[src/pcv_pkg.sv]
// Package for the page checksum verifier: constants, defaults and the queue entry type.
// Used by pcv_front, pcv_queue, pcv_back and the core; depends on nothing.

package pcv_pkg;

  // Default geometry of a page
  localparam int unsigned PAGE_BYTES_DEF    = 4096;
  localparam int unsigned HEADER_BYTES_DEF  = 56;
  localparam int unsigned PAGE_ID_BYTES_DEF = 4;
  localparam int unsigned QUEUE_DEPTH_DEF   = 4;

  // Header field offsets, relative to the end of the page id
  localparam int unsigned OFS_ROWS_BASE     = 8;
  localparam int unsigned OFS_COLS_BASE     = 12;
  localparam int unsigned OFS_BITMAP_BASE   = 20;
  localparam int unsigned OFS_CHECKSUM_BASE = 48;

  // FNV-1a 32 constants
  localparam logic [31:0] FNV_BASIS = 32'd2166136261;
  localparam logic [31:0] FNV_PRIME = 32'd16777619;

  // Width of the hashed range end
  localparam int unsigned RANGE_W = 46;

  // One classified byte, handed from front to back
  typedef struct packed {
    logic [7:0]  page_byte;
    logic        hash_en;
    logic        last_byte;
    logic        range_short;
    logic [31:0] checksum;
  } item_t;

endpackage

[src/pcv_in_if.sv]
// Byte channel into the page checksum verifier: valid/ready with byte and last flag.
// Depends on nothing.

interface pcv_in_if;
  logic       valid;
  logic       ready;
  logic [7:0] page_byte;
  logic       last_byte;

  modport source (output valid, output page_byte, output last_byte, input ready);
  modport sink   (input valid, input page_byte, input last_byte, output ready);
endinterface

[src/pcv_out_if.sv]
// Result channel of the page checksum verifier: valid/ready with the check result.
// Depends on nothing.

interface pcv_out_if;
  logic        valid;
  logic        ready;
  logic        checksum_ok;
  logic        checksum_disabled;
  logic        range_short;
  logic [31:0] computed_hash;
  logic [31:0] stored_checksum;

  modport source (output valid, output checksum_ok, output checksum_disabled,
                  output range_short, output computed_hash, output stored_checksum,
                  input ready);
  modport sink   (input valid, input checksum_ok, input checksum_disabled,
                  input range_short, input computed_hash, input stored_checksum,
                  output ready);
endinterface

[src/pcv_front.sv]
// Front end: accepts page bytes, tracks offset, captures header fields, works out the
// hashed range end and tags each byte for the back end. Depends on pcv_pkg, pcv_in_if.

module pcv_front #(
  parameter int unsigned PAGE_BYTES    = pcv_pkg::PAGE_BYTES_DEF,
  parameter int unsigned HEADER_BYTES  = pcv_pkg::HEADER_BYTES_DEF,
  parameter int unsigned PAGE_ID_BYTES = pcv_pkg::PAGE_ID_BYTES_DEF
) (
  input  logic           clk_i,
  input  logic           rst_ni,
  pcv_in_if.sink         in_i,
  output logic           push_valid_o,
  input  logic           push_ready_i,
  output pcv_pkg::item_t push_data_o
);

  localparam int unsigned POS_W        = $clog2(PAGE_BYTES + 1);
  localparam int unsigned RW           = pcv_pkg::RANGE_W;
  localparam int unsigned OFS_ROWS     = pcv_pkg::OFS_ROWS_BASE + PAGE_ID_BYTES;
  localparam int unsigned OFS_COLS     = pcv_pkg::OFS_COLS_BASE + PAGE_ID_BYTES;
  localparam int unsigned OFS_BITMAP   = pcv_pkg::OFS_BITMAP_BASE + PAGE_ID_BYTES;
  localparam int unsigned OFS_CHECKSUM = pcv_pkg::OFS_CHECKSUM_BASE + PAGE_ID_BYTES;

  logic [POS_W-1:0] pos_q, pos_d;
  logic [31:0]      rows_q, rows_d;
  logic [15:0]      cols_q, cols_d;
  logic [31:0]      bitmap_q, bitmap_d;
  logic [31:0]      chk_q, chk_d;
  logic [RW-1:0]    prod_q, prod_d;
  logic [RW-1:0]    range_end_q, range_end_d;

  logic             accept;
  logic             in_page;
  logic [31:0]      pos32;
  logic [RW-1:0]    pos_w;
  logic [RW-1:0]    pos_next_w;
  logic [POS_W-1:0] pos_inc;
  logic [29:0]      row_bytes;
  logic [RW:0]      range_sum;

  assign accept       = in_i.valid && push_ready_i;
  assign in_i.ready   = push_ready_i;
  assign push_valid_o = in_i.valid;

  assign in_page = (32'(pos_q) < 32'(PAGE_BYTES));
  assign pos32   = 32'(pos_q);
  assign pos_w   = RW'(pos_q);
  assign pos_inc = in_page ? pos_q + POS_W'(1) : pos_q;
  assign pos_next_w = RW'(pos_inc);

  // Range end in two stages; the row, column and bitmap fields settle by offset 27, long before
  // hashing starts at the header end, so the lag of the stages never shows.
  assign row_bytes   = 30'((33'(rows_q) + 33'd7) >> 3);
  assign prod_d      = RW'(row_bytes) * RW'(cols_q);
  assign range_sum   = (RW+1)'(prod_q) + (RW+1)'(bitmap_q);
  assign range_end_d = range_sum[RW-1:0];

  // Header capture, offset count and tagging
  always_comb begin
    pos_d    = pos_q;
    rows_d   = rows_q;
    cols_d   = cols_q;
    bitmap_d = bitmap_q;
    chk_d    = chk_q;

    if (accept && in_page) begin
      for (int i = 0; i < 4; i++) begin
        if (pos32 == 32'(OFS_ROWS + i))     rows_d[8*i +: 8]   = in_i.page_byte;
        if (pos32 == 32'(OFS_BITMAP + i))   bitmap_d[8*i +: 8] = in_i.page_byte;
        if (pos32 == 32'(OFS_CHECKSUM + i)) chk_d[8*i +: 8]    = in_i.page_byte;
      end
      for (int i = 0; i < 2; i++) begin
        if (pos32 == 32'(OFS_COLS + i))     cols_d[8*i +: 8]   = in_i.page_byte;
      end
      pos_d = pos_inc;
    end

    push_data_o.page_byte   = in_i.page_byte;
    push_data_o.last_byte   = in_i.last_byte;
    push_data_o.hash_en     = in_page && (pos_w >= RW'(HEADER_BYTES)) &&
                              (pos_w < range_end_q);
    push_data_o.range_short = (pos_next_w < RW'(HEADER_BYTES)) ||
                              (pos_next_w < range_end_q);
    push_data_o.checksum    = chk_d;

    // Page done: back to the empty state for the next page
    if (accept && in_i.last_byte) begin
      pos_d    = '0;
      rows_d   = '0;
      cols_d   = '0;
      bitmap_d = '0;
      chk_d    = '0;
    end
  end

  always_ff @(posedge clk_i or negedge rst_ni) begin
    if (!rst_ni) begin
      pos_q       <= '0;
      rows_q      <= '0;
      cols_q      <= '0;
      bitmap_q    <= '0;
      chk_q       <= '0;
      prod_q      <= '0;
      range_end_q <= '0;
    end else begin
      pos_q       <= pos_d;
      rows_q      <= rows_d;
      cols_q      <= cols_d;
      bitmap_q    <= bitmap_d;
      chk_q       <= chk_d;
      prod_q      <= prod_d;
      range_end_q <= range_end_d;
    end
  end

endmodule

[src/pcv_queue.sv]
// Short queue of classified bytes between the front and back ends.
// Depends on pcv_pkg.

module pcv_queue #(
  parameter int unsigned DEPTH = pcv_pkg::QUEUE_DEPTH_DEF
) (
  input  logic           clk_i,
  input  logic           rst_ni,
  input  logic           push_valid_i,
  output logic           push_ready_o,
  input  pcv_pkg::item_t push_data_i,
  output logic           pop_valid_o,
  input  logic           pop_ready_i,
  output pcv_pkg::item_t pop_data_o
);

  localparam int unsigned PTR_W = (DEPTH > 1) ? $clog2(DEPTH) : 1;
  localparam int unsigned CNT_W = $clog2(DEPTH + 1);

  pcv_pkg::item_t   mem_q [DEPTH];
  logic [PTR_W-1:0] wr_ptr_q, wr_ptr_d;
  logic [PTR_W-1:0] rd_ptr_q, rd_ptr_d;
  logic [CNT_W-1:0] count_q, count_d;
  logic             push, pop;

  assign push_ready_o = (count_q != CNT_W'(DEPTH));
  assign pop_valid_o  = (count_q != '0);
  assign pop_data_o   = mem_q[rd_ptr_q];
  assign push         = push_valid_i && push_ready_o;
  assign pop          = pop_valid_o && pop_ready_i;

  // Pointer and fill bookkeeping
  always_comb begin
    wr_ptr_d = wr_ptr_q;
    rd_ptr_d = rd_ptr_q;
    count_d  = count_q;
    if (push) wr_ptr_d = (wr_ptr_q == PTR_W'(DEPTH - 1)) ? '0 : wr_ptr_q + PTR_W'(1);
    if (pop)  rd_ptr_d = (rd_ptr_q == PTR_W'(DEPTH - 1)) ? '0 : rd_ptr_q + PTR_W'(1);
    if (push && !pop) count_d = count_q + CNT_W'(1);
    if (pop && !push) count_d = count_q - CNT_W'(1);
  end

  always_ff @(posedge clk_i or negedge rst_ni) begin
    if (!rst_ni) begin
      wr_ptr_q <= '0;
      rd_ptr_q <= '0;
      count_q  <= '0;
    end else begin
      wr_ptr_q <= wr_ptr_d;
      rd_ptr_q <= rd_ptr_d;
      count_q  <= count_d;
    end
  end

  // Entry storage
  always_ff @(posedge clk_i) begin
    if (push) mem_q[wr_ptr_q] <= push_data_i;
  end

endmodule

[src/pcv_back.sv]
// Back end: runs the FNV-1a 32 hash over tagged bytes and registers the page result.
// Depends on pcv_pkg and pcv_out_if.

module pcv_back (
  input  logic           clk_i,
  input  logic           rst_ni,
  input  logic           pop_valid_i,
  output logic           pop_ready_o,
  input  pcv_pkg::item_t pop_data_i,
  pcv_out_if.source      res_o
);

  logic [31:0] hash_q, hash_d;
  logic [31:0] hash_upd;
  logic [31:0] hash_mix;
  logic        pop;
  logic        out_valid_q, out_valid_d;
  logic        ok_q, dis_q, short_q;
  logic [31:0] res_hash_q, chk_q;
  logic        dis_now, ok_now;

  // A last byte needs a free output register; others flow through
  assign pop_ready_o = !pop_data_i.last_byte || !out_valid_q || res_o.ready;
  assign pop         = pop_valid_i && pop_ready_o;

  // FNV-1a step
  assign hash_mix = hash_q ^ {24'd0, pop_data_i.page_byte};
  assign hash_upd = pop_data_i.hash_en ? hash_mix * pcv_pkg::FNV_PRIME : hash_q;

  assign dis_now = (pop_data_i.checksum == '0);
  assign ok_now  = dis_now || (!pop_data_i.range_short && hash_upd == pop_data_i.checksum);

  always_comb begin
    hash_d      = hash_q;
    out_valid_d = out_valid_q;
    if (out_valid_q && res_o.ready) out_valid_d = 1'b0;
    if (pop) begin
      hash_d = hash_upd;
      if (pop_data_i.last_byte) begin
        hash_d      = pcv_pkg::FNV_BASIS;
        out_valid_d = 1'b1;
      end
    end
  end

  always_ff @(posedge clk_i or negedge rst_ni) begin
    if (!rst_ni) begin
      hash_q      <= pcv_pkg::FNV_BASIS;
      out_valid_q <= 1'b0;
    end else begin
      hash_q      <= hash_d;
      out_valid_q <= out_valid_d;
    end
  end

  // Result payload
  always_ff @(posedge clk_i) begin
    if (pop && pop_data_i.last_byte) begin
      ok_q       <= ok_now;
      dis_q      <= dis_now;
      short_q    <= pop_data_i.range_short;
      res_hash_q <= hash_upd;
      chk_q      <= pop_data_i.checksum;
    end
  end

  assign res_o.valid             = out_valid_q;
  assign res_o.checksum_ok       = ok_q;
  assign res_o.checksum_disabled = dis_q;
  assign res_o.range_short       = short_q;
  assign res_o.computed_hash     = res_hash_q;
  assign res_o.stored_checksum   = chk_q;

endmodule

[src/page_checksum_verifier_core.sv]
// Page checksum verifier: FNV-1a 32 check of a page streamed one byte per transaction.
// Throughput one byte per cycle while the queue and output are not stalled; the FNV multiply is combinational.
// After the last byte is accepted it is written into the queue, and its pop sets the registered
// output valid in the back end; stalls on either side are absorbed by the queue.
// Reset clears offset, header fields, queue and output valid and loads the hash basis.
// Depends on pcv_pkg, pcv_in_if, pcv_out_if, pcv_front, pcv_queue, pcv_back.

module page_checksum_verifier_core #(
  parameter int unsigned PAGE_BYTES    = pcv_pkg::PAGE_BYTES_DEF,
  parameter int unsigned HEADER_BYTES  = pcv_pkg::HEADER_BYTES_DEF,
  parameter int unsigned PAGE_ID_BYTES = pcv_pkg::PAGE_ID_BYTES_DEF,
  parameter int unsigned QUEUE_DEPTH   = pcv_pkg::QUEUE_DEPTH_DEF
) (
  input  logic      clk_i,
  input  logic      rst_ni,
  pcv_in_if.sink    page_i,
  pcv_out_if.source result_o
);

  logic           push_valid, push_ready;
  logic           pop_valid, pop_ready;
  pcv_pkg::item_t push_data, pop_data;

  // Offset tracking, header capture, byte tagging
  pcv_front #(
    .PAGE_BYTES    (PAGE_BYTES),
    .HEADER_BYTES  (HEADER_BYTES),
    .PAGE_ID_BYTES (PAGE_ID_BYTES)
  ) u_front (
    .clk_i        (clk_i),
    .rst_ni       (rst_ni),
    .in_i         (page_i),
    .push_valid_o (push_valid),
    .push_ready_i (push_ready),
    .push_data_o  (push_data)
  );

  // Decoupling queue
  pcv_queue #(
    .DEPTH (QUEUE_DEPTH)
  ) u_queue (
    .clk_i        (clk_i),
    .rst_ni       (rst_ni),
    .push_valid_i (push_valid),
    .push_ready_o (push_ready),
    .push_data_i  (push_data),
    .pop_valid_o  (pop_valid),
    .pop_ready_i  (pop_ready),
    .pop_data_o   (pop_data)
  );

  // Hash and result
  pcv_back u_back (
    .clk_i       (clk_i),
    .rst_ni      (rst_ni),
    .pop_valid_i (pop_valid),
    .pop_ready_o (pop_ready),
    .pop_data_i  (pop_data),
    .res_o       (result_o)
  );

endmodule
[src/flat_wrapper.sv]
// flat-port wrapper written by rule: the top's interface ports become plain ports
module page_checksum_verifier_core_flat 
#(
  parameter int unsigned PAGE_BYTES    = pcv_pkg::PAGE_BYTES_DEF,
  parameter int unsigned HEADER_BYTES  = pcv_pkg::HEADER_BYTES_DEF,
  parameter int unsigned PAGE_ID_BYTES = pcv_pkg::PAGE_ID_BYTES_DEF,
  parameter int unsigned QUEUE_DEPTH   = pcv_pkg::QUEUE_DEPTH_DEF
)
  (clk_i, rst_ni, page_i_valid, page_i_page_byte, page_i_last_byte, page_i_ready, result_o_valid, result_o_checksum_ok, result_o_checksum_disabled, result_o_range_short, result_o_computed_hash, result_o_stored_checksum, result_o_ready);
  pcv_in_if page_i_i ();
  pcv_out_if result_o_i ();
  input  logic clk_i;
  input  logic rst_ni;
  input wire logic [$bits(page_i_i.valid)-1:0] page_i_valid;
  input wire logic [$bits(page_i_i.page_byte)-1:0] page_i_page_byte;
  input wire logic [$bits(page_i_i.last_byte)-1:0] page_i_last_byte;
  output wire logic [$bits(page_i_i.ready)-1:0] page_i_ready;
  output wire logic [$bits(result_o_i.valid)-1:0] result_o_valid;
  output wire logic [$bits(result_o_i.checksum_ok)-1:0] result_o_checksum_ok;
  output wire logic [$bits(result_o_i.checksum_disabled)-1:0] result_o_checksum_disabled;
  output wire logic [$bits(result_o_i.range_short)-1:0] result_o_range_short;
  output wire logic [$bits(result_o_i.computed_hash)-1:0] result_o_computed_hash;
  output wire logic [$bits(result_o_i.stored_checksum)-1:0] result_o_stored_checksum;
  input wire logic [$bits(result_o_i.ready)-1:0] result_o_ready;
  assign page_i_i.valid = page_i_valid;
  assign page_i_i.page_byte = page_i_page_byte;
  assign page_i_i.last_byte = page_i_last_byte;
  assign page_i_ready = page_i_i.ready;
  assign result_o_valid = result_o_i.valid;
  assign result_o_checksum_ok = result_o_i.checksum_ok;
  assign result_o_checksum_disabled = result_o_i.checksum_disabled;
  assign result_o_range_short = result_o_i.range_short;
  assign result_o_computed_hash = result_o_i.computed_hash;
  assign result_o_stored_checksum = result_o_i.stored_checksum;
  assign result_o_i.ready = result_o_ready;
  page_checksum_verifier_core #(.PAGE_BYTES(PAGE_BYTES), .HEADER_BYTES(HEADER_BYTES), .PAGE_ID_BYTES(PAGE_ID_BYTES), .QUEUE_DEPTH(QUEUE_DEPTH)) u_core (.clk_i(clk_i), .rst_ni(rst_ni), .page_i(page_i_i), .result_o(result_o_i));
endmodule
[config.mk]
export PLATFORM = sky130hd
export DESIGN_NAME = page_checksum_verifier_core_flat
export DESIGN_NICKNAME = d
export VERILOG_FILES = /design/src/pcv_pkg.sv /design/src/pcv_in_if.sv /design/src/pcv_out_if.sv /design/src/pcv_front.sv /design/src/pcv_queue.sv /design/src/pcv_back.sv /design/src/page_checksum_verifier_core.sv /design/src/flat_wrapper.sv
export SDC_FILE = /design/constraint.sdc
export NUM_CORES = 2
export LEC_CHECK = 0
export CORE_MARGIN = 4
export CORE_UTILIZATION = 60
export CTS_CLUSTER_SIZE = 12
export DETAILED_ROUTE_END_ITERATION = 8
export DONT_BUFFER_PORTS = 1
export GPL_TIMING_DRIVEN = 0
export PLACE_DENSITY = 0.84
export SLEW_MARGIN = 20
export SYNTH_ARGS = -nofsm -noshare
export SYNTH_HDL_FRONTEND = slang
export SYNTH_SLANG_ARGS = --single-unit
[constraint.sdc]
create_clock -name clk_i -period 8.71 [get_ports clk_i]
set_input_delay 0.871 -clock clk_i [delete_from_list [all_inputs] [get_ports clk_i]]
set_output_delay 0.871 -clock clk_i [all_outputs]
set_load 0.01 [all_outputs]
# --- Yosys cells after proc, flatten, opt, wreduce, memory -nomap -nowiden ---
# Memories as Yosys holds them, arrays and structs flattened.
# Cells that the tools add are included.
classes:
  n_addsub: 7
  mul: 2
  div: 0
  n_lt_le_gt_ge: 5
  n_eq_ne: 18
  shift: 0
  n_mux: 36
  bitwise: 1
  reduce_logical: 44
op_table:
  columns: ["cell", "n"]
  rows:
  - ["32-bit 2-to-1 mux", 8]
  - ["8-bit 2-to-1 mux", 14]
  - ["13-bit by 46-bit < comparator with 1-bit output", 2]
  - ["13-bit by 5-bit equality test with 1-bit output, second input constant", 6]
  - ["13-bit by 4-bit equality test with 1-bit output, second input constant", 4]
  - ["13-bit by 6-bit equality test with 1-bit output, second input constant", 4]
  - ["46-bit by 32-bit adder with 46-bit output", 1]
  - ["30-bit by 16-bit multiplier with 46-bit output", 1]
  - ["13-bit 2-to-1 mux", 3]
  - ["32-bit by 3-bit adder with 33-bit output, second input constant", 1]
  - ["32-bit equality test", 1]
  - ["32-bit zero test", 1]
  - ["32-bit by 25-bit multiplier with 32-bit output, second input constant", 1]
  - ["16-bit 2-to-1 mux", 2]
  - ["32-bit by 8-bit bitwise XOR with 32-bit output", 1]
  - ["2-bit nonzero test", 12]
  - ["2-bit AND reduction", 10]
  - ["13-bit by 1-bit adder with 13-bit output, second input constant", 1]
  - ["13-bit by 6-bit greater-or-equal comparator with 1-bit output, second input constant", 1]
  - ["13-bit < comparator, second input constant", 1]
  - ["13-bit by 6-bit < comparator with 1-bit output, second input constant", 1]
  - ["1-bit logical AND", 11]
  - ["3-bit 2-to-1 mux", 2]
  - ["1-bit zero test", 5]
  - ["9 further kinds", 19]
word_totals:
  ff_bits: 324
  latch_bits: 0
  mem_bits_rw: 172
  rom_bits: 0
  wordCells: 138
  memories: 1
memory_table:
  columns: ["memory", "words", "word_bits", "read_ports", "rd_clocked_by_memory_dff", "wr", "line_no", "source"]
  rows:
  - ["u_core.u_queue.mem_q", 4, 43, 1, 0, 1, "pcv_queue.sv:20", "pcv_pkg::item_t mem_q [DEPTH];"]

# --- Logic depth before layout (Yosys ltp) ---
# An unclocked memory read counts as a cell.
logic_depth:
  depth_word: 9
  depth_mapped: 32
  ltp_nobuf: 31

# --- Modules after synthesis ---
# Synthesis repeated with hierarchy kept, for this count alone.
hier_totals:
  hier_cells: 4202
  area_unflattened_um2: 44227.4
by_module_without_submodules:
  columns: ["module", "instances", "cells_each", "area_per_inst_um2", "seq_area_each_um2"]
  rows:
  - ["pcv_front", 1, 2836, 26225.2, 5430.2]
  - ["pcv_back", 1, 1101, 11268.3, 2855.2]
  - ["pcv_queue", 1, 265, 6734.0, 5340.1]

# --- Worst setup path after synthesis ---
# No wires, ideal clock.
synth_timing:
  path_kind: "register -> register"
  startpoint: "reg u_core.u_front.rows_q[0]"
  endpoint: "reg u_core.u_front.prod_q[44]"
  arrival_ns: 8.118
  t_required_ns: 8.630
  slack_ns: 0.512
  path_stages_with_launch: 31
  n_path_buf: 1
  synth_period_minus_slack_ns: 8.198
  cell_sequence: "dfrtp_1 o31a_1 nand3_1 nor4_1 and4_1 and3_1 and4_1 and4_1 nand2_1 xnor2_1 clkbuf_1 nand2_1 fa_1 fa_1 fa_1 inv_1 fa_1 fa_1 inv_1 fa_1 inv_1 ha_1 or3_1 and3_1 or4_1 o31ai_1 o211ai_1 nand2_1 o211ai_1 o41ai_1 xnor2_1"
synth_via:
  elab_chain_len: 2
synth_lines:
  columns: ["item", "line_no", "source"]
  rows:
  - ["from (decl)", "pcv_front.sv:25", "logic [31:0] rows_q, rows_d;"]
  - ["from (signal assigned)", "pcv_front.sv:107", "rows_q <= rows_d;"]
  - ["32-bit by 3-bit adder with 33-bit output", "pcv_front.sv:53", "assign row_bytes = 30'((33'(rows_q) + 33'd7) >> 3);"]
  - ["30-bit by 16-bit multiplier with 46-bit output", "pcv_front.sv:54", "assign prod_d = RW'(row_bytes) * RW'(cols_q);"]
  - ["net u_core.u_front.prod_d[44]", "pcv_front.sv:29", "logic [RW-1:0] prod_q, prod_d;"]
  - ["to (signal assigned)", "pcv_front.sv:111", "prod_q <= prod_d;"]
  - ["to (decl)", "pcv_front.sv:29", null]
# The timed path passes the listed nets, and every way through them passes these cells.
# A chain may end at the register's enable or synchronous reset.

# --- Worst setup path after layout ---
layout_timing:
  startpoint: "reg u_core.u_front.rows_q[1]"
  endpoint: "reg u_core.u_front.prod_q[44]"
# The elaborated chain is that of the path after synthesis.

==> metrics.md <==
| Metric | Value |
|---|---|
| CTS Buffer Depth | `3` |
| Fmax | `around 0.12 GHz` |
| Top post-synthesis cells by area | `fa_1, edfxtp_1, dfrtp_1, ha_1, inv_1` |
| Max incr delay on CP | `560 ps` |
| Primary FF master, synth | `dfrtp_1` |
| Vias per cell | `between 6 and 7` |
| ANT nets after route | `0` |
| Post-Syn Instances | `4133` |
| Setup WS post-layout | `88.90 ps` |
| Initial core utilization | `0.6093` |
| I/O pin cnt | `slightly above 80` |
| Fin. max-slew vios | `0` |
| Vias in the first global route | `between 30000 and 40000` |
| CP delay by family, top | `adder cells` |
| Reg2Reg Setup Slack | `roughly 90 ps` |
| Most common cell after layout, fill and taps aside | `inv_1` |
| Residual DRC count | `0` |
| Count of flip-flops with a built-in enable after synthesis | `~240` |
| Die Wd | `275.4 um` |
| Sink Count | `~500` |
| Post-DP Area | `approximately 44000 um^2` |
| CP Launch Type | `flop` |
| Fill count | `between 4000 and 5000` |
| Worst skew pair latency | `between 600 and 700 ps` |
| First-pass GRT wire length | `192.4 mm` |
| Status | `complete, no violations` |
| Yosys reg bits | `slightly below 500` |
| Worst-path clk slew | `approximately 60 ps` |
| Clock skew | `roughly 34 ps` |
| Final core utilization | `0.6651` |
| Sequential share of the synthesized area | `0.3177` |
| Finished Cell Area | `around 47000 um^2` |
| Layout cells sized above 1 | `0.07469` |
| Root Buffer | `clkbuf_16` |
| Synth warnings | `0` |
| Top cell type's share of synthesized area | `0.2175` |
| DRT Pass-1 Iters | `9` |
| Worst setup EP type | `flop` |
| Largest fanout on the critical path | `5` |
| Fin crit share | `0.9898` |
| Global placer's final weighted congestion | `between 1 and 1.5` |
| Most frequent cells in the layout | `inv_1, nand2_1, fa_1, ha_1, dfrtp_1` |
| Post-synth ARST share | `0.5181` |
| Slew Limit Headroom | `0.2424` |
| CTS tree | `built` |
| Largest net degree at the start of global routing | `220` |
| ANT cells | `0` |
| CORE AREA | `roughly 70000 um^2` |
| HPWL Detailed | `91.05 mm` |
| Yosys top cell by area | `fa_1` |
| Most used cell, CP | `fa_1` |
| Grt ovf | `0` |
| Hold slack final | `105.4 ps` |
| HP Class | `input port to async pin` |
| Cell Area, Synth | `42890 um^2` |
| Max cap viols | `0` |
| Area Overhead vs Synth | `9.157%` |
| Final Hold Vio Count | `0` |
| Critical path arrival | `between 9000 and 10000 ps` |
| Site row count | `97` |
| Die Ht | `approximately 280 um` |
| Final setup vio count | `0` |
| Crit-path slowest cell | `fa_1` |
| Pre-CTS setup slack | `-1236 ps` |
| Critical Path RT | `9180 ps` |
| Total clock buffers created by CTS | `53` |
| Routed WL | `125.6 mm` |
| Total GRT Usage | `0.3339` |
| Worst setup path class | `flop to flop` |
| Layout net count | `between 5000 and 6000` |
| Bufs and invs on worst path | `5` |
| Yosys cell types | `77` |
| Initial antenna violation count | `4` |
| Iter 0 DRT Violations | `3805` |
| WL/cell | `between 20 and 25 um` |
| Routed vias | `32060` |
| Die area | `75830 um^2` |
| Least-Margin Pin Slew | `roughly 1100 ps` |
| CTS HTree Levels | `2` |
| Post-Syn Nets | `about 5000` |
| Synth Area per Inst | `about 10 um^2` |
| Period minus WS final | `between 8000 and 9000 ps` |
| Port buffer count | `0` |
[worst register-to-register path: cells and delay by family (launching register included)]
family	cells	cell delay [ps]
and+or+nand+nor	12	2410
DFF	1	400
adders and majority gates	7	3470
AOI/OAI and AO/OA	6	1310
buffers and inverters	5	520
xor gates and xnor gates	2	380
[state kept, by name, indices dropped and copies added, names as in the netlist]
register	count
u_core.u_back.res_o.valid	1
u_core.u_back.res_o.stored_checksum	32
u_core.u_front.chk_q	32
u_core.u_back.res_o.computed_hash	32
u_core.u_front.range_end_q	46
u_core.u_front.prod_q	46
u_core.u_queue.count_q	3
u_core.u_queue.mem_q	172
u_core.u_back.res_o.checksum_disabled	1
u_core.u_front.cols_q	16
u_core.u_back.res_o.checksum_ok	1
u_core.u_front.pos_q	13
u_core.u_front.rows_q	32
u_core.u_front.bitmap_q	32
u_core.u_queue.wr_ptr_q	2
u_core.u_back.res_o.range_short	1
u_core.u_queue.rd_ptr_q	2
u_core.u_back.hash_q	32
[per-stage QoR]
stage | setup TNS, ps | std cells
6_report | 0 | 5211
5_1_grt | -429.0 | 5211
4_1_cts | 0 | 5183
3_5_place_dp | -23740 | 5075
3_3_place_gp | -41210 | 5073
2_1_floorplan | 0 | 4133
[cell type report]
type,count,area (um^2),share of cell area
multi-input cells,2750,26510,0.5663
flip-flops and latches,496,13630,0.2910
well taps,940,1176,0.02512
repair buffers,43,385.4,0.008231
clock buffers,83,1489,0.03180
plain buffers,154,699.4,0.01494
inverters,729,2739,0.05850
clock inverters,16,193.9,0.004142
[per-layer routing]
metal  vias up  global-route usage  part of all wire
met3       663             0.09075              0.11
met5         -                   0           0.00022
li1      13550                   -                 -
met2      2140              0.5406              0.46
met1     15700              0.4038              0.34
met4         4              0.1982             0.078
[worst paths after layout]
check	from	end	cells past startpoint
max	u_core.u_front.rows_q[1]	u_core.u_front.prod_q[44]	32
min	rst_ni	u_core.u_back.hash_q[31]	0
max reg2reg	u_core.u_front.rows_q[1]	u_core.u_front.prod_q[44]	32
min reg2reg	u_core.u_front.prod_q[0]	u_core.u_front.range_end_q[0]	1
max in group asynchronous	rst_ni	u_core.u_front.range_end_q[40]	2
min in group clk_i	page_i_page_byte[0]	u_core.u_queue.mem_q[1][35]	0
[Yosys cell counts, types with 6 or more instances]
master,count
buf_2,7
and4_1,12
clkbuf_1,140
nor3_1,22
xnor2_1,139
nor2_1,125
dfrtp_1,243
or3_1,12
nor4_1,24
dfstp_2,14
fa_1,466
a21o_1,56
nor2b_1,11
and2_1,235
o21ai_0,89
mux4_2,43
nand2b_1,23
o21bai_1,18
o211ai_1,10
a22o_1,6
edfxtp_1,239
a211oi_1,16
buf_1,9
inv_1,728
o31a_1,8
nand4_1,16
nand3_1,70
xor2_1,69
nand2_1,526
ha_1,370
a31oi_1,10
a21oi_1,139
mux2i_1,34
o31ai_1,17
mux2_2,37
and3_1,33
o21a_1,21
[repair_timing]
| action | 4_1_cts | 5_1_grt |
|---|---|---|
| hold endpoints to repair | 219 | 0 |
| buffers inserted | 8 | 30 |
| hold buffers | 2 | 0 |
| setup endpoints to repair | 54 | 11 |
| resized for setup | 60 | 86 |
| pin swaps | 5 | 27 |
[logic make-up after synthesis]
group / synth area share
compound gates: 0.06913
xor+xnor: 0.04247
fa+ha+maj: 0.3254
buf+inv: 0.07817
flops: 0.3177
mux: 0.04107
simple gates: 0.1261
Power is not shown: default switching activity piles up to over one toggle a cycle in this logic, so the estimate is an artifact.
